$ cat src/rtl/dms_pkg.sv
// Shared types and constants for the dispense motor sequencer.
// Used by dms_cfg_regs, dms_divider and dispense_motor_sequencer; no dependencies.
`timescale 1ns / 1ps
`default_nettype none

package dms_pkg;

  // Operating modes, encoded as they appear on the result stream
  typedef enum logic [2:0] {
    MODE_IDLE  = 3'd0,
    MODE_DISP  = 3'd1,
    MODE_RET   = 3'd2,
    MODE_MAINT = 3'd3,
    MODE_DIS   = 3'd4
  } mode_t;

  // Motor direction codes
  typedef enum logic [1:0] {
    DIR_STOP = 2'd0,
    DIR_UP   = 2'd1,
    DIR_DOWN = 2'd2
  } dir_t;

  // Sequencer states
  typedef enum logic [0:0] {
    ST_READY  = 1'b0,
    ST_DIVIDE = 1'b1
  } seq_state_t;

  // Register index, taken from paddr[3:2]
  typedef enum logic [1:0] {
    REG_MAX_STOCK     = 2'd0,
    REG_RETURN_SPEED  = 2'd1,
    REG_TIMEOUT_TICKS = 2'd2,
    REG_INITIAL_STOCK = 2'd3
  } reg_idx_t;

  // Sensor flag bit positions
  localparam int unsigned FLAG_TOP    = 0;
  localparam int unsigned FLAG_EXIT   = 1;
  localparam int unsigned FLAG_BOTTOM = 2;

  // Lift speed mapping
  localparam logic [7:0]  SPEED_LOW  = 8'd50;
  localparam logic [15:0] SPEED_SPAN = 16'd190;

  // Register reset values
  localparam logic [7:0]  MAX_STOCK_RST     = 8'd10;
  localparam logic [7:0]  RETURN_SPEED_RST  = 8'd50;
  localparam logic [15:0] TIMEOUT_TICKS_RST = 16'd6000;
  localparam logic [7:0]  INIT_STOCK_RST    = 8'd0;

  // Division width
  localparam int unsigned DIV_W   = 16;
  localparam int unsigned DIV_CW  = $clog2(DIV_W + 1);

  // Configuration bundle from the register block
  typedef struct packed {
    logic [7:0]  max_stock;
    logic [7:0]  return_speed;
    logic [15:0] timeout_ticks;
    logic [7:0]  initial_stock;
  } cfg_t;

endpackage

`default_nettype wire

$ cat src/rtl/dms_cfg_regs.sv
// APB configuration registers of the dispense motor sequencer.
// Depends on dms_pkg (cfg_t, reg_idx_t, reset values).
`timescale 1ns / 1ps
`default_nettype none

module dms_cfg_regs (
  input  wire logic          clk,
  input  wire logic          rst,
  input  wire logic          psel,
  input  wire logic          penable,
  input  wire logic          pwrite,
  input  wire logic [3:0]    paddr,
  input  wire logic [31:0]   pwdata,
  output logic      [31:0]   prdata,
  output logic               pready,
  output dms_pkg::cfg_t      cfg
);

  logic             wr_en;
  dms_pkg::reg_idx_t idx;

  assign pready = 1'b1;
  assign wr_en  = psel & penable & pwrite;
  assign idx    = dms_pkg::reg_idx_t'(paddr[3:2]);

  // Write registers on the access cycle
  always_ff @(posedge clk) begin
    if (rst) begin
      cfg.max_stock     <= dms_pkg::MAX_STOCK_RST;
      cfg.return_speed  <= dms_pkg::RETURN_SPEED_RST;
      cfg.timeout_ticks <= dms_pkg::TIMEOUT_TICKS_RST;
      cfg.initial_stock <= dms_pkg::INIT_STOCK_RST;
    end else if (wr_en) begin
      case (idx)
        dms_pkg::REG_MAX_STOCK:     cfg.max_stock     <= pwdata[7:0];
        dms_pkg::REG_RETURN_SPEED:  cfg.return_speed  <= pwdata[7:0];
        dms_pkg::REG_TIMEOUT_TICKS: cfg.timeout_ticks <= pwdata[15:0];
        dms_pkg::REG_INITIAL_STOCK: cfg.initial_stock <= pwdata[7:0];
        default: ;
      endcase
    end
  end

  // Read back
  always_comb begin
    case (idx)
      dms_pkg::REG_MAX_STOCK:     prdata = {24'd0, cfg.max_stock};
      dms_pkg::REG_RETURN_SPEED:  prdata = {24'd0, cfg.return_speed};
      dms_pkg::REG_TIMEOUT_TICKS: prdata = {16'd0, cfg.timeout_ticks};
      dms_pkg::REG_INITIAL_STOCK: prdata = {24'd0, cfg.initial_stock};
      default:                    prdata = 32'd0;
    endcase
  end

endmodule

`default_nettype wire

$ cat src/rtl/dms_divider.sv
// Restoring divider, one quotient bit per cycle, for the lift speed mapping.
// Depends on dms_pkg (DIV_W, DIV_CW).
`timescale 1ns / 1ps
`default_nettype none

module dms_divider (
  input  wire logic                      clk,
  input  wire logic                      rst,
  input  wire logic                      start,
  input  wire logic [dms_pkg::DIV_W-1:0] dividend,
  input  wire logic [7:0]                divisor,
  output logic                           busy,
  output logic      [dms_pkg::DIV_W-1:0] quotient
);

  logic [dms_pkg::DIV_CW-1:0] cnt;
  logic [7:0]                 rem;
  logic [8:0]                 shift_in;
  logic                       q_bit;
  logic [8:0]                 diff;

  assign busy = (cnt != '0);

  // Bring down the next dividend bit and try a subtract
  always_comb begin
    shift_in = {rem, quotient[dms_pkg::DIV_W-1]};
    diff     = shift_in - {1'b0, divisor};
    q_bit    = (shift_in >= {1'b0, divisor});
  end

  // Step counter
  always_ff @(posedge clk) begin
    if (rst) begin
      cnt <= '0;
    end else if (start) begin
      cnt <= dms_pkg::DIV_CW'(dms_pkg::DIV_W);
    end else if (busy) begin
      cnt <= cnt - 1'b1;
    end
  end

  // Partial remainder and quotient shift register
  always_ff @(posedge clk) begin
    if (start) begin
      rem      <= '0;
      quotient <= dividend;
    end else if (busy) begin
      rem      <= q_bit ? diff[7:0] : shift_in[7:0];
      quotient <= {quotient[dms_pkg::DIV_W-2:0], q_bit};
    end
  end

endmodule

`default_nettype wire

$ cat src/rtl/dispense_motor_sequencer.sv
// Top level of the dispense motor sequencer: tick sequencer, result register.
// Depends on dms_pkg, dms_cfg_regs and dms_divider.
`timescale 1ns / 1ps
`default_nettype none

// One request on s_* is one poll tick; each tick yields exactly one result on
// m_*. A tick's result appears in the cycle after acceptance, except for a
// payment tick seen in idle mode, which waits in ST_DIVIDE: the lift speed is
// (stock-1)*190/(max_stock-1)+50, and its quotient comes from a restoring
// divider that produces one bit per cycle. The block holds off a new tick
// while the previous result still waits on m_tready. Configuration goes
// through the APB port; the user must write it only while idle (not enforced).
module dispense_motor_sequencer (
  input  wire logic        clk,
  input  wire logic        rst,
  // APB configuration
  input  wire logic        psel,
  input  wire logic        penable,
  input  wire logic        pwrite,
  input  wire logic [3:0]  paddr,
  input  wire logic [31:0] pwdata,
  output logic      [31:0] prdata,
  output logic             pready,
  // Tick stream
  input  wire logic        s_tvalid,
  output logic             s_tready,
  // [0] payment_ok [1] top_hit [2] exit_hit [3] bottom_hit [4] service_press
  // [5] up_held [6] down_held [7] add_press [8] sub_press, rest zero
  input  wire logic [15:0] s_tdata,
  // Result stream
  output logic             m_tvalid,
  input  wire logic        m_tready,
  // [2:0] mode [4:3] motor_dir [12:5] motor_duty [20:13] stock [21] save_req
  // [22] fault [23] zero
  output logic      [23:0] m_tdata
);

  dms_pkg::cfg_t       cfg;
  dms_pkg::seq_state_t st, st_next;

  // Tick state
  dms_pkg::mode_t mode_reg, mode_next, mode_tmp;
  dms_pkg::dir_t  dir_reg, dir_next;
  logic [7:0]     lift_speed, lift_speed_next;
  logic [7:0]     stock_count, stock_count_next;
  logic [15:0]    elapsed, elapsed_next, el_inc;
  logic [2:0]     sensor_flags, sensor_flags_next;

  // Held tick while the divider runs
  logic [8:0] item_hold;
  logic [8:0] item;

  logic        s_accept, out_free, need_div, commit;
  logic        save_req, fault, both;
  logic [7:0]  duty, speed_map, s_clamp;
  logic        div_busy;
  logic [15:0] div_quo, dividend;
  logic [7:0]  divisor;

  dms_cfg_regs u_regs (
    .clk     (clk),
    .rst     (rst),
    .psel    (psel),
    .penable (penable),
    .pwrite  (pwrite),
    .paddr   (paddr),
    .pwdata  (pwdata),
    .prdata  (prdata),
    .pready  (pready),
    .cfg     (cfg)
  );

  // Handshake and sequencing control
  assign out_free = !m_tvalid || m_tready;
  assign s_tready = (st == dms_pkg::ST_READY) && out_free;
  assign s_accept = s_tvalid && s_tready;
  assign need_div = (mode_reg == dms_pkg::MODE_IDLE) && s_tdata[0];
  assign item     = (st == dms_pkg::ST_READY) ? s_tdata[8:0] : item_hold;

  always_comb begin
    st_next = st;
    commit  = 1'b0;
    case (st)
      dms_pkg::ST_READY: begin
        if (s_accept && need_div) st_next = dms_pkg::ST_DIVIDE;
        else if (s_accept)        commit  = 1'b1;
      end
      dms_pkg::ST_DIVIDE: begin
        if (!div_busy && out_free) begin
          commit  = 1'b1;
          st_next = dms_pkg::ST_READY;
        end
      end
      default: st_next = dms_pkg::ST_READY;
    endcase
  end

  always_ff @(posedge clk) begin
    if (rst) st <= dms_pkg::ST_READY;
    else     st <= st_next;
  end

  always_ff @(posedge clk) begin
    if (s_accept) item_hold <= s_tdata[8:0];
  end

  // Clamp stock into [1, max_stock] and scale by the speed span
  always_comb begin
    if (stock_count == 8'd0)               s_clamp = 8'd1;
    else if (stock_count > cfg.max_stock)  s_clamp = cfg.max_stock;
    else                                   s_clamp = stock_count;
    dividend = 16'(s_clamp - 8'd1) * dms_pkg::SPEED_SPAN;
    divisor  = cfg.max_stock - 8'd1;
  end

  dms_divider u_div (
    .clk      (clk),
    .rst      (rst),
    .start    (s_accept && need_div),
    .dividend (dividend),
    .divisor  (divisor),
    .busy     (div_busy),
    .quotient (div_quo)
  );

  assign speed_map = (cfg.max_stock < 8'd2) ? dms_pkg::SPEED_LOW
                                            : div_quo[7:0] + dms_pkg::SPEED_LOW;

  // Per-tick mode machine
  always_comb begin
    mode_next         = mode_reg;
    mode_tmp          = mode_reg;
    dir_next          = dir_reg;
    lift_speed_next   = lift_speed;
    stock_count_next  = stock_count;
    elapsed_next      = elapsed;
    sensor_flags_next = sensor_flags;
    save_req          = 1'b0;
    fault             = 1'b0;
    both   = sensor_flags[dms_pkg::FLAG_TOP] & sensor_flags[dms_pkg::FLAG_EXIT];
    el_inc = (elapsed == 16'hFFFF) ? elapsed : elapsed + 16'd1;
    case (mode_reg)
      dms_pkg::MODE_IDLE: begin
        if (item[0]) begin
          mode_next         = dms_pkg::MODE_DISP;
          lift_speed_next   = speed_map;
          elapsed_next      = 16'd0;
          sensor_flags_next = 3'd0;
          dir_next          = dms_pkg::DIR_UP;
        end
        if (stock_count == 8'd0) begin
          mode_next = dms_pkg::MODE_DIS;
          fault     = 1'b1;
        end
        if (item[4]) mode_next = dms_pkg::MODE_MAINT;
      end
      dms_pkg::MODE_DISP: begin
        elapsed_next = el_inc;
        if (el_inc < cfg.timeout_ticks && !both) begin
          if (item[1]) begin
            dir_next = dms_pkg::DIR_STOP;
            sensor_flags_next[dms_pkg::FLAG_TOP] = 1'b1;
          end
          if (item[2]) sensor_flags_next[dms_pkg::FLAG_EXIT] = 1'b1;
        end else begin
          dir_next = dms_pkg::DIR_DOWN;
          if (both) begin
            mode_next = dms_pkg::MODE_RET;
            if (stock_count != 8'd0) stock_count_next = stock_count - 8'd1;
            save_req = 1'b1;
          end else begin
            mode_next = dms_pkg::MODE_DIS;
            fault     = 1'b1;
          end
        end
      end
      dms_pkg::MODE_RET: begin
        if (item[3]) begin
          sensor_flags_next[dms_pkg::FLAG_BOTTOM] = 1'b1;
          dir_next  = dms_pkg::DIR_STOP;
          mode_next = dms_pkg::MODE_IDLE;
        end
      end
      dms_pkg::MODE_MAINT: begin
        if (item[5])      dir_next = dms_pkg::DIR_UP;
        else if (item[6]) dir_next = dms_pkg::DIR_DOWN;
        else              dir_next = dms_pkg::DIR_STOP;
        if (item[7] && stock_count < cfg.max_stock) stock_count_next = stock_count + 8'd1;
        if (item[8] && stock_count_next != 8'd0)
          stock_count_next = stock_count_next - 8'd1;
        if (item[4]) begin
          mode_next         = dms_pkg::MODE_IDLE;
          sensor_flags_next = 3'd0;
          save_req          = 1'b1;
        end
      end
      default: begin
        // Disabled: service button leads to maintenance, or to idle with a first bottom hit, which stops the motor
        mode_tmp = item[4] ? dms_pkg::MODE_MAINT : dms_pkg::MODE_DIS;
        if (!sensor_flags[dms_pkg::FLAG_BOTTOM] && item[3]) begin
          sensor_flags_next[dms_pkg::FLAG_BOTTOM] = 1'b1;
          dir_next = dms_pkg::DIR_STOP;
          if (mode_tmp != dms_pkg::MODE_DIS) mode_tmp = dms_pkg::MODE_IDLE;
        end
        mode_next = mode_tmp;
      end
    endcase
    case (dir_next)
      dms_pkg::DIR_UP:   duty = lift_speed_next;
      dms_pkg::DIR_DOWN: duty = cfg.return_speed;
      default:           duty = 8'd0;
    endcase
  end

  // Commit tick state
  always_ff @(posedge clk) begin
    if (rst) begin
      mode_reg     <= dms_pkg::MODE_IDLE;
      dir_reg      <= dms_pkg::DIR_STOP;
      lift_speed   <= 8'd0;
      stock_count  <= dms_pkg::INIT_STOCK_RST;
      elapsed      <= 16'd0;
      sensor_flags <= 3'd0;
    end else if (commit) begin
      mode_reg     <= mode_next;
      dir_reg      <= dir_next;
      lift_speed   <= lift_speed_next;
      stock_count  <= stock_count_next;
      elapsed      <= elapsed_next;
      sensor_flags <= sensor_flags_next;
    end
  end

  // Result register: load on commit, drop when taken
  always_ff @(posedge clk) begin
    if (rst) begin
      m_tvalid <= 1'b0;
    end else if (commit) begin
      m_tvalid <= 1'b1;
    end else if (m_tready) begin
      m_tvalid <= 1'b0;
    end
  end

  always_ff @(posedge clk) begin
    if (commit) begin
      m_tdata <= {1'b0, fault, save_req, stock_count_next, duty, dir_next, mode_next};
    end
  end

  // The divider only runs while a payment tick is held
  a_div_idle: assert property (@(posedge clk) disable iff (rst)
    (st == dms_pkg::ST_READY) |-> !div_busy)
    else $error("divider busy outside a payment tick");

  // A tick that needs no division shows its result on the next cycle
  a_fast_tick: assert property (@(posedge clk) disable iff (rst)
    (s_accept && !need_div) |=> m_tvalid)
    else $error("result missing after a plain tick");

  // A fault leaves the machine disabled or, with the service button, in maintenance
  a_fault_mode: assert property (@(posedge clk) disable iff (rst)
    (commit && fault) |=> (mode_reg == dms_pkg::MODE_DIS || mode_reg == dms_pkg::MODE_MAINT))
    else $error("fault without disable");

  // A save request comes only from a good dispense or leaving maintenance
  a_save_mode: assert property (@(posedge clk) disable iff (rst)
    (commit && save_req) |=> (mode_reg == dms_pkg::MODE_RET || mode_reg == dms_pkg::MODE_IDLE))
    else $error("save request in wrong mode");

endmodule

`default_nettype wire

$ cat config.mk
export PLATFORM = sky130hd
export DESIGN_NAME = dispense_motor_sequencer
export DESIGN_NICKNAME = d
export VERILOG_FILES = /design/src/rtl/dms_pkg.sv /design/src/rtl/dms_cfg_regs.sv /design/src/rtl/dms_divider.sv /design/src/rtl/dispense_motor_sequencer.sv
export SDC_FILE = /design/constraint.sdc
export NUM_CORES = 1
export LEC_CHECK = 0
export ABC_AREA = 1
export BUFFER_PORTS_ARGS = -buffer_cell sky130_fd_sc_hd__buf_2
export CAP_MARGIN = 0
export CORE_MARGIN = 8
export CORE_UTILIZATION = 36
export CTS_BUF_LIST = sky130_fd_sc_hd__clkbuf_4
export CTS_CLUSTER_DIAMETER = 120
export DETAILED_ROUTE_END_ITERATION = 12
export SYNTH_ARGS = -nofsm -noshare
export SYNTH_HDL_FRONTEND = slang
export SYNTH_HIERARCHICAL = 1
export SYNTH_SLANG_ARGS = --single-unit
$ cat constraint.sdc
create_clock -name clk -period 8.9 [get_ports clk]
set_clock_uncertainty 0.1 [all_clocks]
set_input_delay 1.78 -clock clk [delete_from_list [all_inputs] [get_ports clk]]
set_output_delay 1.78 -clock clk [all_outputs]
set_load 0.02 [all_outputs]
==> impl_metrics.env <==
export IMPL_status="finished, final reports clean"
export IMPL_critPathMaxStageDelay_ps=540
export IMPL_cp_end_kind="register"
export IMPL_core_area_mm2=0.0296
export IMPL_cp_required_ps=9110
export IMPL_antenna_found_initial=1
export IMPL_hold_violations=0
export IMPL_syn_cell_area_mm2=0.0109
export IMPL_ios=118
export IMPL_die_area_mm2=0.0360
export IMPL_grt_start_max_net_pins=48
export IMPL_worstSetupPathType="reg2reg"
export IMPL_synth_ff_type="dfxtp_1"
export IMPL_path_buf_inv=8
export IMPL_ys_types=55
export IMPL_cts_tree="yes"
export IMPL_cts_resized=0
export IMPL_largestRegisters="u_regs/cfg: 40 flops, m_tdata: 23 flops"
export IMPL_nets=1734
export IMPL_drv_cap=0
export IMPL_ys_seq_elements=143
export IMPL_area_delta_synth_final_pct=8.15
export IMPL_grt_usage_pct=14.8
export IMPL_wl_per_cell_um=13.3
export IMPL_cts_htree_levels=4
export IMPL_worstPathArrival_ps=7320
export IMPL_overflow=0
export IMPL_holdBufCountCts=0
export IMPL_slew_viol_final=0
export IMPL_slowest_stage="fa_1"
export IMPL_grt_pass1_wl_um=44600
export IMPL_cpMostUsedCell="nand2_1"
export IMPL_regMostFlops="u_regs/cfg"
export IMPL_slew_headroom_pct=17.9
export IMPL_hold_class="reg2reg"
export IMPL_largest_reg_flops=40
export IMPL_synth_common_cells="nand2_1, inv_1, nor2_1"
export IMPL_rsz0062_at_grt="false"
export IMPL_syn_area_per_cell_um2=7.16
export IMPL_die_w_um=190
export IMPL_synth_top_area_share_pct=17.5
export IMPL_routed_wl_um=26400
export IMPL_cts_buffers=17
export IMPL_post_cts_buffers=0
export IMPL_drtIter0Drc=639
export IMPL_clock_fmax_mhz=141
export IMPL_row_count=63
export IMPL_vias=9519
export IMPL_dp_hpwl_um=20500
export IMPL_root_buffer="clkbuf_4"
export IMPL_grt_pass1_vias=9061
export IMPL_syn_inst=1515
export IMPL_clkTransAtPathRegs_ps=140
export IMPL_critPathMaxFanout=9
export IMPL_seq_area_frac_synth_pct=30.8
export IMPL_routed_via_density=4.81
export IMPL_netlist_top_cells_area="dfxtp_1, nand2_1, edfxtp_1"
export IMPL_yosysMostFrequentCell="nand2_1"
export IMPL_fill_cells=3181
export IMPL_drt_first_pass_iters=5
export IMPL_drc=0
export IMPL_period_needed_ps=7110
export IMPL_die_y_um=190
export IMPL_setup_viol=0
export IMPL_yosysWarnings=6
export IMPL_drive_above_1_share_pct=11.8
export IMPL_worstMarginPinSlew_ps=1220
export IMPL_clk_path_buf_depth=2
export IMPL_gp_congestion=0.920
export IMPL_io_buffers=74
export IMPL_yosysTopAreaCell="dfxtp_1"
export IMPL_ant_nets=0
export IMPL_synth_edf_count=48
export IMPL_clock_sinks=143
export IMPL_async_reset_ff_share_pct=0
export IMPL_finalSetupTns_ps=0
export IMPL_finalCritPeriodShare_pct=79.9
export IMPL_start_util_pct=36.6
export IMPL_critical_path_top_delay_family="adder cells"
export IMPL_clk_latency_ps=560
export IMPL_crit_path_start_kind="register"
[area by class of cell]
type,count,area [um2],share of cell area (%)
multi-input cells,1099,6360,54.2
repair buffers,77,393,3.35
diodes,1,2.50,0.0213
clock buffers,18,135,1.15
clock inverters,14,105,0.896
flip-flops and latches,143,3340,28.5
inverters,238,905,7.71
well taps,390,488,4.16
[path summary, 6_finish.rpt]
kind | from | to | slack [ps] | cells after the start
worst min register to register | sensor_flags[2] | sensor_flags[2] | 370 | 2
worst max-delay path | u_regs/cfg[33] | u_div/quotient[15] | 1790 | 39
worst max register to register | u_regs/cfg[33] | u_div/quotient[15] | 1790 | 39
worst min-delay path | sensor_flags[2] | sensor_flags[2] | 370 | 2
[worst register-to-register path, delay by kind of cell, from the launching register on]
family,cells,cell delay [ps]
DFF,1,430
adders and majority gates,7,2840
AOI/OAI and AO/OA,2,390
buffers and inverters,8,810
xor gates and xnor gates,1,520
and+or+nand+nor,21,1770
[through the flow]
stage / util [%] / instances / hold slack, ps / cell area (um2) / worst slack (ps)
final: 39.6 / 1980 / 369 / 11700 / 1790
after global routing: 39.6 / 1980 / 381 / 11700 / 1080
after CTS: 39.6 / 1979 / 373 / 11700 / 1720
after detailed placement: 38.8 / 1947 / 355 / 11500 / 1780
after global placement: 38.8 / 1947 / 342 / 11500 / 1830
after floorplan: - / 1531 / 326 / 10900 / 2710
[routing by layer]
metal,track usage [%],wire length [um],vias up
met2,24.1,12200,187
met4,4.78,478,0
li1,-,-,4920
met1,19.9,12800,4372
met3,2.16,925,40
met5,0,0,-
[layout by cell type (no fill, tap or decap), types with 27 or more instances in the layout]
cell,netlist,routed
a21oi_1,66,66
buf_2,13,74
dfxtp_1,95,95
edfxtp_1,48,48
fa_1,27,27
ha_1,72,72
inv_1,215,215
nand2_1,412,411
nand3_1,124,124
nor2_1,140,139
o21ai_0,41,41
xor2_1,40,40
[kinds of logic after synthesis]
family	share of synthesized area [%]
compound gates	8.12
xor+xnor	4.52
fa+ha+maj	13.3
buf+inv	11.2
flops	30.8
mux	0.184
other cells	0.104
simple gates	31.8
Power is left out: the tool's default activity adds up to more than one toggle a clock period on the data nets, which glitch-free logic cannot reach.
